$ cat config.mk
export PLATFORM = sky130hd
export DESIGN_NAME = keypad_code_change_controller_core
export DESIGN_NICKNAME = d
export VERILOG_FILES = /design/src/design/kcc_pkg.sv /design/src/design/kcc_entry_fsm.sv /design/src/design/keypad_code_change_controller_core.sv
export SDC_FILE = /design/constraint.sdc
export NUM_CORES = 1
export LEC_CHECK = 0
export BUFFER_PORTS_ARGS = -buffer_cell sky130_fd_sc_hd__buf_2
export CORE_ASPECT_RATIO = 1.5
export CORE_MARGIN = 2
export CORE_UTILIZATION = 61
export DETAILED_ROUTE_END_ITERATION = 6
export PLACE_DENSITY = 0.95
export RECOVER_POWER = 50
export SLEW_MARGIN = 20
export SYNTH_ARGS = -nofsm -noshare
export SYNTH_HDL_FRONTEND = slang
export SYNTH_SLANG_ARGS = --single-unit
$ cat constraint.sdc
create_clock -name clk -period 5.1 [get_ports clk]
set_input_delay 0.765 -clock clk [delete_from_list [all_inputs] [get_ports clk]]
set_output_delay 0.765 -clock clk [all_outputs]
set_load 0.005 [all_outputs]
$ cat src/design/kcc_pkg.sv
// ----------------------------------------------------------------------------
// kcc_pkg
// Shared types and constants for the keypad code change controller.
// ----------------------------------------------------------------------------
package kcc_pkg;

	localparam int MASTER_DIGITS = 10;
	localparam int USER_DIGITS   = 5;
	localparam int BUF_DEPTH     = (MASTER_DIGITS > USER_DIGITS) ? MASTER_DIGITS : USER_DIGITS;
	localparam int DIGIT_W       = 4;
	localparam int POS_W         = 4;
	localparam int ULEN_W        = 3;
	localparam int MASTER_W      = 40;
	localparam int UCODE_W       = 20;
	localparam int KIND_W        = 2;
	localparam int EVENT_W       = 3;

	localparam int S_TDATA_W     = 8;
	localparam int M_TDATA_W     = 32;
	localparam int M_FIELDS_W    = 1 + POS_W + 1 + UCODE_W + ULEN_W;

	localparam logic [MASTER_W-1:0] MASTER_RESET = 40'h0987654321;
	localparam logic [UCODE_W-1:0]  UCODE_RESET  = 20'h12345;
	localparam logic [ULEN_W-1:0]   ULEN_RESET   = 3'd5;

	typedef enum logic [KIND_W-1:0] {
		KEY_DIGIT = 2'd0,
		KEY_BACK  = 2'd1,
		KEY_ENTER = 2'd2
	} key_kind_t;

	typedef enum logic [EVENT_W-1:0] {
		EV_TAKEN     = 3'd0,
		EV_ERASED    = 3'd1,
		EV_TOO_LONG  = 3'd2,
		EV_WRONG     = 3'd3,
		EV_MASTER_OK = 3'd4,
		EV_SAVED     = 3'd5,
		EV_EXITED    = 3'd6
	} event_t;

	typedef enum logic {
		PH_MASTER = 1'b0,
		PH_USER   = 1'b1
	} phase_t;

	typedef struct packed {
		logic [KIND_W-1:0]  kind;
		logic [DIGIT_W-1:0] digit;
	} item_t;

	typedef struct packed {
		event_t              ev;
		phase_t              phase_now;
		logic [POS_W-1:0]    cursor;
		logic                lock_changed;
		logic [UCODE_W-1:0]  user_code;
		logic [ULEN_W-1:0]   user_len;
	} result_t;

endpackage

$ cat src/design/kcc_entry_fsm.sv
// ----------------------------------------------------------------------------
// kcc_entry_fsm
// Phase state, entry buffer, stored user code and master code register;
// works out the next state and the result for one key press.
// ----------------------------------------------------------------------------
module kcc_entry_fsm (
	input  logic                         clk,
	input  logic                         arst_n,
	input  logic                         cfg_wr_en,
	input  logic [kcc_pkg::MASTER_W-1:0] cfg_wr_data,
	input  logic                         step,
	input  kcc_pkg::item_t               item,
	output logic                         res_valid,
	output kcc_pkg::result_t             res
);
	import kcc_pkg::*;

	phase_t                phase_q, phase_d;
	logic [POS_W-1:0]      pos_q, pos_d;
	logic [DIGIT_W-1:0]    buf_q [BUF_DEPTH];
	logic [UCODE_W-1:0]    ucode_q, ucode_d;
	logic [ULEN_W-1:0]     ulen_q, ulen_d;
	logic                  lock_q, lock_d;
	logic [MASTER_W-1:0]   master_q;
	logic [POS_W-1:0]      limit;
	logic                  room;
	logic                  match;
	logic                  buf_we;
	event_t                ev;

	assign limit = (phase_q == PH_USER) ? POS_W'(USER_DIGITS) : POS_W'(MASTER_DIGITS);
	assign room  = (pos_q < limit);

	always_comb begin
		match = (pos_q == POS_W'(MASTER_DIGITS));
		for (int i = 0; i < MASTER_DIGITS; i++) begin
			if (buf_q[i] != master_q[DIGIT_W*i +: DIGIT_W])
				match = 1'b0;
		end
	end

	// next phase
	always_comb begin
		phase_d = phase_q;
		case (key_kind_t'(item.kind))
			KEY_BACK: begin
				if (pos_q == '0)
					phase_d = PH_MASTER;
			end
			KEY_ENTER: begin
				if (phase_q == PH_MASTER)
					phase_d = match ? PH_USER : PH_MASTER;
				else
					phase_d = PH_MASTER;
			end
			default: phase_d = phase_q;
		endcase
	end

	// position, buffer, user code and event
	always_comb begin
		pos_d     = pos_q;
		ucode_d   = ucode_q;
		ulen_d    = ulen_q;
		lock_d    = lock_q;
		buf_we    = 1'b0;
		ev        = EV_TAKEN;
		res_valid = 1'b1;
		case (key_kind_t'(item.kind))
			KEY_DIGIT: begin
				if (room) begin
					buf_we = 1'b1;
					pos_d  = pos_q + POS_W'(1);
					ev     = EV_TAKEN;
				end else begin
					pos_d = '0;
					ev    = EV_TOO_LONG;
				end
			end
			KEY_BACK: begin
				if (pos_q == '0) begin
					ev = EV_EXITED;
				end else begin
					pos_d = pos_q - POS_W'(1);
					ev    = EV_ERASED;
				end
			end
			KEY_ENTER: begin
				pos_d = '0;
				if (phase_q == PH_MASTER) begin
					ev = match ? EV_MASTER_OK : EV_WRONG;
				end else begin
					for (int i = 0; i < USER_DIGITS; i++)
						ucode_d[DIGIT_W*i +: DIGIT_W] = (POS_W'(i) < pos_q) ? buf_q[i] : '0;
					ulen_d = pos_q[ULEN_W-1:0];
					lock_d = 1'b1;
					ev     = EV_SAVED;
				end
			end
			default: res_valid = 1'b0;
		endcase
	end

	always_comb begin
		res.ev           = ev;
		res.phase_now    = phase_d;
		res.cursor       = pos_d;
		res.lock_changed = lock_d;
		res.user_code    = ucode_d;
		res.user_len     = ulen_d;
	end

	always_ff @(posedge clk or negedge arst_n) begin
		if (!arst_n) begin
			phase_q  <= PH_MASTER;
			pos_q    <= '0;
			ucode_q  <= UCODE_RESET;
			ulen_q   <= ULEN_RESET;
			lock_q   <= 1'b0;
			master_q <= MASTER_RESET;
		end else begin
			if (cfg_wr_en)
				master_q <= cfg_wr_data;
			if (step) begin
				phase_q <= phase_d;
				pos_q   <= pos_d;
				ucode_q <= ucode_d;
				ulen_q  <= ulen_d;
				lock_q  <= lock_d;
			end
		end
	end

	always_ff @(posedge clk) begin
		for (int i = 0; i < BUF_DEPTH; i++) begin
			if (step && buf_we && pos_q == POS_W'(i))
				buf_q[i] <= item.digit;
		end
	end

endmodule

$ cat src/design/keypad_code_change_controller_core.sv
// ----------------------------------------------------------------------------
// keypad_code_change_controller_core
// Key press stream in, one status beat out per digit, backspace or enter key.
//
//   channel  dir  tdata                         tuser
//   s_*      in   digit                         key_kind
//   m_*      out  phase_now, cursor, lock_changed,
//                 user_code_out, user_len_out   event_res
//   cfg_*    in   master_code (write only)
//
// one key per cycle sustained while the output is not stalled; input register,
// then the state update and the result register, which offers the beat
// the single stored state update in the fsm sets that one-key-per-cycle rate
// reset clears phase, cursor and the new-lock flag and restores the default
// master and user codes; the entry buffer holds no reset value
// a stalled output holds the input register; s_tready drops only when both
// stages are full; key_kind 3 is taken and dropped without a beat
// ----------------------------------------------------------------------------
module keypad_code_change_controller_core (
	input  logic                          clk,
	input  logic                          arst_n,
	input  logic                          cfg_wr_en,
	input  logic [kcc_pkg::MASTER_W-1:0]  cfg_wr_data,
	input  logic                          s_tvalid,
	output logic                          s_tready,
	input  logic [kcc_pkg::S_TDATA_W-1:0] s_tdata,  // digit[3:0]
	input  logic [kcc_pkg::KIND_W-1:0]    s_tuser,  // key_kind[1:0]
	output logic                          m_tvalid,
	input  logic                          m_tready,
	output logic [kcc_pkg::M_TDATA_W-1:0] m_tdata,  // phase_now[0], cursor[4:1],
	                                                // lock_changed[5], user_code_out[25:6],
	                                                // user_len_out[28:26]
	output logic [kcc_pkg::EVENT_W-1:0]   m_tuser   // event_res[2:0]
);
	import kcc_pkg::*;

	logic     valid_s1;
	item_t    item_s1;
	logic     valid_s2;
	result_t  res_s2;
	logic     adv_s1;
	logic     res_valid;
	result_t  res;

	assign adv_s1   = valid_s1 && (!valid_s2 || m_tready);
	assign s_tready = !valid_s1 || adv_s1;

	always_ff @(posedge clk or negedge arst_n) begin
		if (!arst_n) begin
			valid_s1 <= 1'b0;
		end else if (s_tready) begin
			valid_s1 <= s_tvalid;
		end
	end

	always_ff @(posedge clk) begin
		if (s_tready && s_tvalid) begin
			item_s1.kind  <= s_tuser;
			item_s1.digit <= s_tdata[DIGIT_W-1:0];
		end
	end

	kcc_entry_fsm u_fsm (
		.clk         (clk),
		.arst_n      (arst_n),
		.cfg_wr_en   (cfg_wr_en),
		.cfg_wr_data (cfg_wr_data),
		.step        (adv_s1),
		.item        (item_s1),
		.res_valid   (res_valid),
		.res         (res)
	);

	always_ff @(posedge clk or negedge arst_n) begin
		if (!arst_n) begin
			valid_s2 <= 1'b0;
		end else if (!valid_s2 || m_tready) begin
			valid_s2 <= adv_s1 && res_valid;
		end
	end

	always_ff @(posedge clk) begin
		if (adv_s1 && res_valid)
			res_s2 <= res;
	end

	assign m_tvalid = valid_s2;
	assign m_tuser  = res_s2.ev;
	assign m_tdata  = {{(M_TDATA_W-M_FIELDS_W){1'b0}}, res_s2.user_len, res_s2.user_code,
	                   res_s2.lock_changed, res_s2.cursor, res_s2.phase_now};

	a_ok_enters_user: assert property (@(posedge clk) disable iff (!arst_n)
		m_tvalid && m_tuser == EV_MASTER_OK |-> res_s2.phase_now == PH_USER && res_s2.cursor == '0)
		else $error("master ok without user phase");

	a_saved_sets_lock: assert property (@(posedge clk) disable iff (!arst_n)
		m_tvalid && m_tuser == EV_SAVED |-> res_s2.lock_changed && res_s2.phase_now == PH_MASTER
		&& res_s2.user_len <= ULEN_W'(USER_DIGITS))
		else $error("save beat inconsistent");

	a_cursor_range: assert property (@(posedge clk) disable iff (!arst_n)
		m_tvalid |-> res_s2.cursor <= POS_W'(MASTER_DIGITS))
		else $error("cursor past buffer end");

	a_beat_follows: assert property (@(posedge clk) disable iff (!arst_n)
		adv_s1 && res_valid |=> m_tvalid)
		else $error("result beat lost");

endmodule

After elaboration in Yosys (flattened, before gate mapping)
Memory sizes are Yosys's and may differ from the RTL's. Index checks and enable logic that the tools add are counted.

Register bits: 109. RAM bits: 40. Input bits: 55. Logic and storage cells: 161. Memories kept: 1.

$add $sub $neg: 2. $lt $le $gt $ge: 6. Equality and inequality tests: 22. Mux-type cells: 84. Reduce and logical (&&, ||, !) cells: 30.

Memory list: u_fsm.buf_q (depth 10, width 4, rd ports 10, clocked after Yosys merged registers in 0, write ports 1, RTL line kcc_entry_fsm.sv:20) `logic [DIGIT_W-1:0] buf_q [BUF_DEPTH];`.

Operators with widths (number): two-way mux 4 bit (26); two-way mux 1 bit (47); two-way mux 20 bit (2); != test 4 bit (10); OR reduction 4 bit (9); equality test 4 x 3 -> 1 bit (second input constant) (4); two-way mux 3 bit (5); logical AND 1 bit (14); equality test 4 bit (second input constant) (3); one-hot mux 4 bit (3 select lines) (1); one-hot mux 3 bit (3 select lines) (1); equality test 4 x 2 -> 1 bit (second input constant) (2); < comparator 1 x 4 -> 1 bit (first input constant) (2); < comparator 2 x 4 -> 1 bit (first input constant) (2); adder 4 x 1 -> 4 bit (second input constant) (1); equality test 4 x 1 -> 1 bit (second input constant) (1); logical NOT 4 bit (1); < comparator 3 x 4 -> 1 bit (first input constant) (1); < comparator 4 bit (1); subtractor 4 x 1 -> 4 bit (second input constant) (1); OR reduction 3 bit (1); equality test 2 x 1 -> 1 bit (second input constant) (1); equality test 2 bit (second input constant) (1); logical NOT 1 bit (2); other kinds (4) (5).

Longest topological paths before layout
Gate-level depths: netlist (run 1).

Depth in word-level cells: 18. Gate-level depth with buffers: 8. Depth with buffers taken out: 7.

Cells and area by module
A second synthesis (run 1) with hierarchy kept.

Cell total of the unflattened synthesis: 512. Area, all modules: 6540.0 um2.

Modules (own cells, without submodules): kcc_entry_fsm (times used 1, cells an instance 460, area an instance 5261.3 um2, seq. area each 2957.8 um2); keypad_code_change_controller_core (times used 1, cells an instance 52, area an instance 1278.7 um2, seq. area each 1191.1 um2).

Least setup slack after synthesis (run 1)
OpenSTA, ideal clock, no wires.

Path type: input to register. From: input m_tready. To: register u_fsm.pos_q[3]. Arrival time: 2.204 ns. Setup slack: 2.771 ns. Cell stages on the path: 4. Buffers on the path: 0. Cell sequence: nand2b_1 > nand3_1 > inv_1 > mux2_2.

Longest elaborated chain between the ends: 2.

RTL lines: start, declared (RTL line keypad_code_change_controller_core.sv:29) `input logic m_tready,`; logical OR 1 bit (RTL line keypad_code_change_controller_core.sv:45) `assign adv_s1 = valid_s1 && (!valid_s2 || m_tready);`; logical AND 1 bit (RTL line keypad_code_change_controller_core.sv:45); end signal, assigned (RTL line kcc_entry_fsm.sv:126) `pos_q <= pos_d;`; end, declared (RTL line kcc_entry_fsm.sv:19) `logic [POS_W-1:0] pos_q, pos_d;`.

Every way passes these cells. A chain may end at the register's enable or synchronous reset.

Worst setup path in the final report (run 1)
From: register u_fsm.pos_q[2]. To: memory u_fsm.buf_q[6][0], enable pin.

Longest elaborated chain between the ends: 17. Elaborated cells on any way between the ends: 71. Classes of those cells: order compare: 1; eq/ne: 9; mux: 40; reduce/logical: 21.

RTL lines: < comparator 4 bit (RTL line kcc_entry_fsm.sv:32) `assign room = (pos_q < limit);`; two-way mux 1 bit (RTL line kcc_entry_fsm.sv:71) `if (room) begin`; two-way mux 1 bit (RTL line kcc_entry_fsm.sv:69) `case (key_kind_t'(item.kind))`; logical AND 1 bit (2 in series) (RTL line kcc_entry_fsm.sv:136) `if (step && buf_we && pos_q == POS_W'(i))`; two-way mux 1 bit (RTL line kcc_entry_fsm.sv:136); two-way mux 1 bit (implied by the code) (RTL line kcc_entry_fsm.sv:137) `buf_q[i] <= item.digit;`; OR reduction 4 bit (no source line); two-way mux 4 bit (no source line) / two-way mux 1 bit (equally long branches) (9 in series); end, declared (RTL line kcc_entry_fsm.sv:20).

Several ways; a longest one is shown, not always the timed one.

==> results of run 1 <==
area by class of cell:
class | count | area share
clock buffer | 20 | 0.0611
clock inverter | 12 | 0.0234
inverter | 9 | 0.00450
multi-input combinational | 292 | 0.279
sequential | 149 | 0.553
tap | 117 | 0.0195
timing repair buffer | 88 | 0.0594
placed cells by master (no fill, tap or decap), drive strengths merged, types with 6 or more instances in the layout:
cell / n
buf: 86
a21oi: 7
xnor2: 20
clkbuf: 22
nand4: 7
clkinv: 6
and3: 9
dfstp: 24
ha: 11
nor2: 7
inv: 9
nand2: 55
mux2: 45
xor2: 21
a22o: 8
nor4: 6
o21ai: 47
edfxtp: 78
dfrtp: 47
worst min-delay path by stage:
stage	startpoint	to	slack [ps]	cells after the start
5_1_grt	u_fsm.lock_q	u_fsm.lock_q	470	1
3_3_place_gp	u_fsm.lock_q	u_fsm.lock_q	440	1
3_5_place_dp	u_fsm.lock_q	u_fsm.lock_q	440	1
6_report	u_fsm.lock_q	u_fsm.lock_q	460	1
4_1_cts	u_fsm.lock_q	u_fsm.lock_q	460	1
2_1_floorplan	u_fsm.lock_q	u_fsm.lock_q	420	1
cell families (layout without fill, tap and decap cells):
logic type | count (synthesis) | in the layout | share of synthesized area
buf+inv | 31 | 129 | 0.0202
compound gates | 78 | 78 | 0.0785
flops | 149 | 149 | 0.652
xor+xnor | 41 | 41 | 0.0564
fa+ha+maj | 11 | 11 | 0.0216
other cells | 1 | 3 | 0.000589
mux | 45 | 45 | 0.0796
simple gates | 114 | 114 | 0.0910
Yosys cell counts, types with 2 or more instances:
master,instances
dfstp_2,24
xor2_1,21
nand2b_1,4
o21ai_0,46
nor2b_1,3
nor2_1,6
nand4_1,7
buf_1,3
mux2_2,45
ha_1,11
o2bb2ai_1,2
dfrtp_1,47
clkbuf_1,15
inv_1,8
a21oi_1,7
nor4_1,5
and3_1,9
or3_1,2
nand3_1,5
a22o_1,8
nand2_1,55
nor3_1,5
buf_4,3
edfxtp_1,78
o221ai_1,3
or2_2,3
xnor2_1,20
per-layer routing:
metal  share of wire  vias up  track usage
met5               0        -            0
met4           0.049        0        0.150
met3           0.072       55       0.0631
met2            0.53      264        0.449
met1            0.35     2039        0.307
li1                -     1871            -
registers in the layout, summed over array words and instances (netlist names):
register / count
m_tvalid: 1
u_fsm.master_q: 40
m_tuser: 3
u_fsm.ulen_q: 3
u_fsm.buf_q: 40
item_s1: 6
m_tdata: 29
valid_s1: 1
u_fsm.phase_q: 1
u_fsm.pos_q: 4
u_fsm.lock_q: 1
u_fsm.ucode_q: 20
power groups by stage:
stage	clock [mW]	combinational, mW	sequential [mW]
4_1_cts	1.33	0.533	1.53
6_report	1.32	0.540	1.54
2_1_floorplan	0	0.373	1.51
3_5_place_dp	0	0.521	1.55
5_1_grt	1.38	0.597	1.55
3_3_place_gp	0	0.489	1.54
metrics by stage:
step	instance area, sq um	setup slack (ps)	hold slack (ps)
floorplan	6370	2770	425
global placement	6870	2650	443
detailed placement	6870	2600	444
CTS	7510	2520	461
global route	7500	2390	472
finish	7500	2450	462
==> out/metrics.cfg, run 1 <==
[outcome]
status = complete, but fails checks
violations = max-capacitance violations, max-slew violations

[yosys]
synth_ff_type = edfxtp_1
postSynthCellCount = 470
synth_seq_area_share = 0.652
synth_cell_type_count = 52
synth-edff-count = 78
syn_area_per_cell_sq_um = 13.5
yosysTopAreaCell = edfxtp_1
synth.top_cell.area_share = 0.368
syn-cell-area_sq_um = 6360
ys_async_sr_fraction = 0.477
synth_warnings = 0
synthTopCellsByArea = edfxtp_1, dfrtp_1, dfstp_2
ys_ff_latch = 149

[detailed_routing]
drc = 0
drt-total-wl_um = 13900
vias = 4229
drt_iter0_drc = 317
drt_pass1_iterations = 5
viasPerCell = 6.16
wl_per_cell_um = 20.2
ant_nets = 0

[grt]
grt_usage = 0.266
first_global_vias = 4354
grt_pass1_wl_um = 22000
overflow = 0
grt_max_degree = 72
antenna_found_initial = 0

[clock_network]
cts_sinks = 149
numCtsBuffers = 17
cts_buffer_depth = 2
tritoncts = done
clock_latency_ps = 420
post_cts_buffers = 0
cts_hold_buf = 0
ctsRootBufferMaster = clkbuf_16
cts.repair.resized = 0
htree_num_levels = 4
clkTransAtPathRegs_ps = 60

[floorplanning]
initial_core_util = 0.628
fp.coreArea_sq_um = 10100
rows = 45
die_h_um = 129
die-area_sq_um = 11300
die_x_um = 87.4
ioPinCount = 92

[sta]
skew_ps = 6.42
slew_headroom = -0.475
finalMaxSlewViolations = 41
rsz0062_at_grt = no
fin_crit_sh = 0.520
fin_tns_setup_ps = 0
worst_pin_slew_ps = 2210
setup_viol = 0
fin_crit_ps = 2650
fmax_ghz = 0.377
finalHoldViolCount = 0

[pwr]
pwr-share-clk = 0.388
seqPwrFrac = 0.453
power.internal_mw = 2.50
power_density_nw_per_um2 = 453
combPwrFrac = 0.159
p_sw_mw = 0.899
finalPower_mw = 3.40
power_leakage_nw = 3.03
max-vdd-ir-drop_uv = 334
power_switching_share = 0.264

[critical_path]
endpoint_kind = flop
crit_arrival_ps = 2760
crit_family = simple AND/OR/NAND/NOR gates
required_ps = 5200
r2r-end = u_fsm.buf_q[6][0]
r2r_slack_ps = 2450
critPathLaunch = u_fsm.pos_q[2]
path_cells = ha_1 > o21a_1 > nor2_1 > o21ai_2 > nor2_2 > and4b_1
start_kind = flop
r2r_start = u_fsm.pos_q[2]
cp.depth = 6
crit_type = reg2reg
max_stage_delay_ps = 750
crit_fanout = 20
critPathCapture = u_fsm.buf_q[6][0]
critPathSlowestCell = dfrtp_1
critical_path_buf_inv_count = 0
rr_worst_depth = 6

[cells_and_area]
nFillCells = 617
final_util = 0.740
drive_gt1_frac = 0.340
nets = 623
diodes = 0
multi_input_area_sq_um = 2090
stdcell_count = 687
area_delta_synth_final_pct = 17.9
seq_area_sq_um = 4150

[placement]
gp_congestion = 0.881
dp.cells = 655
port_buffers = 84
hpwl_um = 8980

[worst_hold_path]
hold_path.class = reg2reg

[run]
max_cap_violations = 1

(Power assumes the default switching activity.)
==> run 2, diff against run 1 <==
--- a/config.mk
+++ b/config.mk
@@ -8,9 +8,9 @@
 export BUFFER_PORTS_ARGS = -buffer_cell sky130_fd_sc_hd__buf_2
 export CORE_ASPECT_RATIO = 1.5
 export CORE_MARGIN = 2
-export CORE_UTILIZATION = 61
+export CORE_UTILIZATION = 57
 export DETAILED_ROUTE_END_ITERATION = 6
-export PLACE_DENSITY = 0.95
+export PLACE_DENSITY = 0.91
 export RECOVER_POWER = 50
 export SLEW_MARGIN = 20
 export SYNTH_ARGS = -nofsm -noshare
==> constraint.sdc (replaced) <==
create_clock -name clk -period 2.7 [get_ports clk]
set_input_delay 0.405 -clock clk [delete_from_list [all_inputs] [get_ports clk]]
set_output_delay 0.405 -clock clk [all_outputs]
set_load 0.005 [all_outputs]
==> run 2 against run 1 <==
  * The flow still finishes with violations (max-capacitance violations, max-slew violations)
  * Non-clock buffer count rose by 5
  * Final cell count rose by 5.1%
  * Register-to-register slack got worse by 2300 ps
  * Critical path depth did not move
  * Clock skew rose by 5.9 ps
  * Total power rose by 93%
  * Worst setup slack got worse by 2300 ps
  * Via count fell by 0.97%
  * Clock-buffer cell count rose by 1
  * Fmax rose by 5.0%
==> out/metrics.cfg, run 2 (synthesized netlist as in run 1, its figures left out) <==
[outcome]
status = complete, but fails checks
violations = max-capacitance violations, max-slew violations

[sta]
setup_viol = 0
fmax_ghz = 0.396
finalHoldViolCount = 0
fin_tns_setup_ps = 0
hold_ws_ps = 161
setup_slack_ps = 173
slew_headroom = -0.495
worst_pin_slew_ps = 2240
fin_crit_sh = 0.936
finalMaxSlewViolations = 71
rsz0062_at_grt = no
skew_ps = 12.3
fin_crit_ps = 2530

[grt]
grt_max_degree = 44
grt_usage = 0.238
overflow = 0
grt_pass1_wl_um = 21900
first_global_vias = 4265
antenna_found_initial = 0

[cells_and_area]
post-route-cell-area_sq_um = 7620
drive_gt1_frac = 0.348
final_common_cell = buf_2
nets = 628
area_delta_synth_final_pct = 19.8
layout_common_cells = buf_2, edfxtp_1, nand2_1
diodes = 0

[critical_path]
path_cells = inv_1 > ha_1 > a2111oi_4 > o21ai_2 > nor2_2 > and4b_1
crit_family = simple AND/OR/NAND/NOR gates
crit_fanout = 9
required_ps = 2800
start_kind = flop
crit_type = reg2reg
critical_path_buf_inv_count = 1
critPathSlowestCell = dfrtp_1
crit_arrival_ps = 2630
endpoint_kind = flop
max_stage_delay_ps = 530
r2r_slack_ps = 170

[detailed_routing]
drc = 0
viasPerCell = 5.80
drt-total-wl_um = 13600
wl_per_cell_um = 18.9
drt_iter0_drc = 386
vias = 4188
drt_pass1_iterations = 5
ant_nets = 0

[clock_network]
ctsRootBufferMaster = clkbuf_16
cts_hold_buf = 0
tritoncts = done
cts.repair.resized = 0
numCtsBuffers = 17
cts_sinks = 149
clkTransAtPathRegs_ps = 60
post_cts_buffers = 0
clock_latency_ps = 420
htree_num_levels = 4
cts_buffer_depth = 2

[floorplanning]
die_h_um = 133
fp.coreArea_sq_um = 10900
die-area_sq_um = 12000
ioPinCount = 92
rows = 47
initial_core_util = 0.582
die_x_um = 90.3

[run]
max_cap_violations = 2

[worst_hold_path]
hold_path.class = in2reg

[pwr]
max-vdd-ir-drop_uv = 518
power_leakage_nw = 3.08
power_density_nw_per_um2 = 860

[placement]
hpwl_um = 9070
port_buffers = 84
placed_cell_area_sq_um = 6970
gp_congestion = 0.880
pre_cts_slack_ps = 267

-- run 2: path summary, 6_finish.rpt --
check / cells past startpoint / end / startpoint
min in group asynchronous: 1 / u_fsm.master_q[34] / arst_n
worst max register to register: 6 / u_fsm.buf_q[6][3] / u_fsm.phase_q
worst min-delay path: 1 / item_s1[5] / s_tuser[1]
worst max-delay path: 6 / u_fsm.buf_q[6][3] / u_fsm.phase_q
max in group asynchronous: 2 / u_fsm.ucode_q[19] / arst_n
worst min register to register: 1 / u_fsm.lock_q / u_fsm.lock_q
-- run 2: routing by layer --
metal  wire length [um]  up-vias  track usage  part of all wire
li1                   -     1878            -                 -
met3                807       49       0.0515             0.059
met5                  0        -            0                 0
met1               5150     2035        0.280              0.38
met2               7120      226        0.409              0.52
met4                556        0        0.126             0.041
-- run 2: report_power, final --
group | switching [mW] | leakage (nW) | internal, mW | total (mW)
Sequential | 0.184 | 1.57 | 2.69 | 2.87
Combinational | 0.612 | 1.19 | 0.448 | 1.06
Clock | 0.947 | 0.320 | 1.67 | 2.62
Total | 1.74 | 3.08 | 4.81 | 6.56
-- run 2: worst register-to-register path: stages, from the launching register on --
cell and delay, ps:
dfrtp_1 530, inv_1 170, ha_1 260, a2111oi_4 350, o21ai_2 210, nor2_2 310, and4b_1 400
-- run 2: cell type report --
type / instances / area (sq um)
clock buffers: 21 / 482
clock inverters: 11 / 184
fillers: 742 / 3320
inverters: 9 / 33.8
multi-input cells: 292 / 2090
flip-flops and latches: 149 / 4150
well taps: 147 / 184
repair buffers: 93 / 495
-- run 2: metrics by stage --
stage	std cells	util	power [mW]
2_1_floorplan	472	-	3.56
3_3_place_gp	690	0.637	3.87
3_5_place_dp	690	0.637	3.93
4_1_cts	722	0.698	6.56
5_1_grt	722	0.697	6.80
6_report	722	0.697	6.56
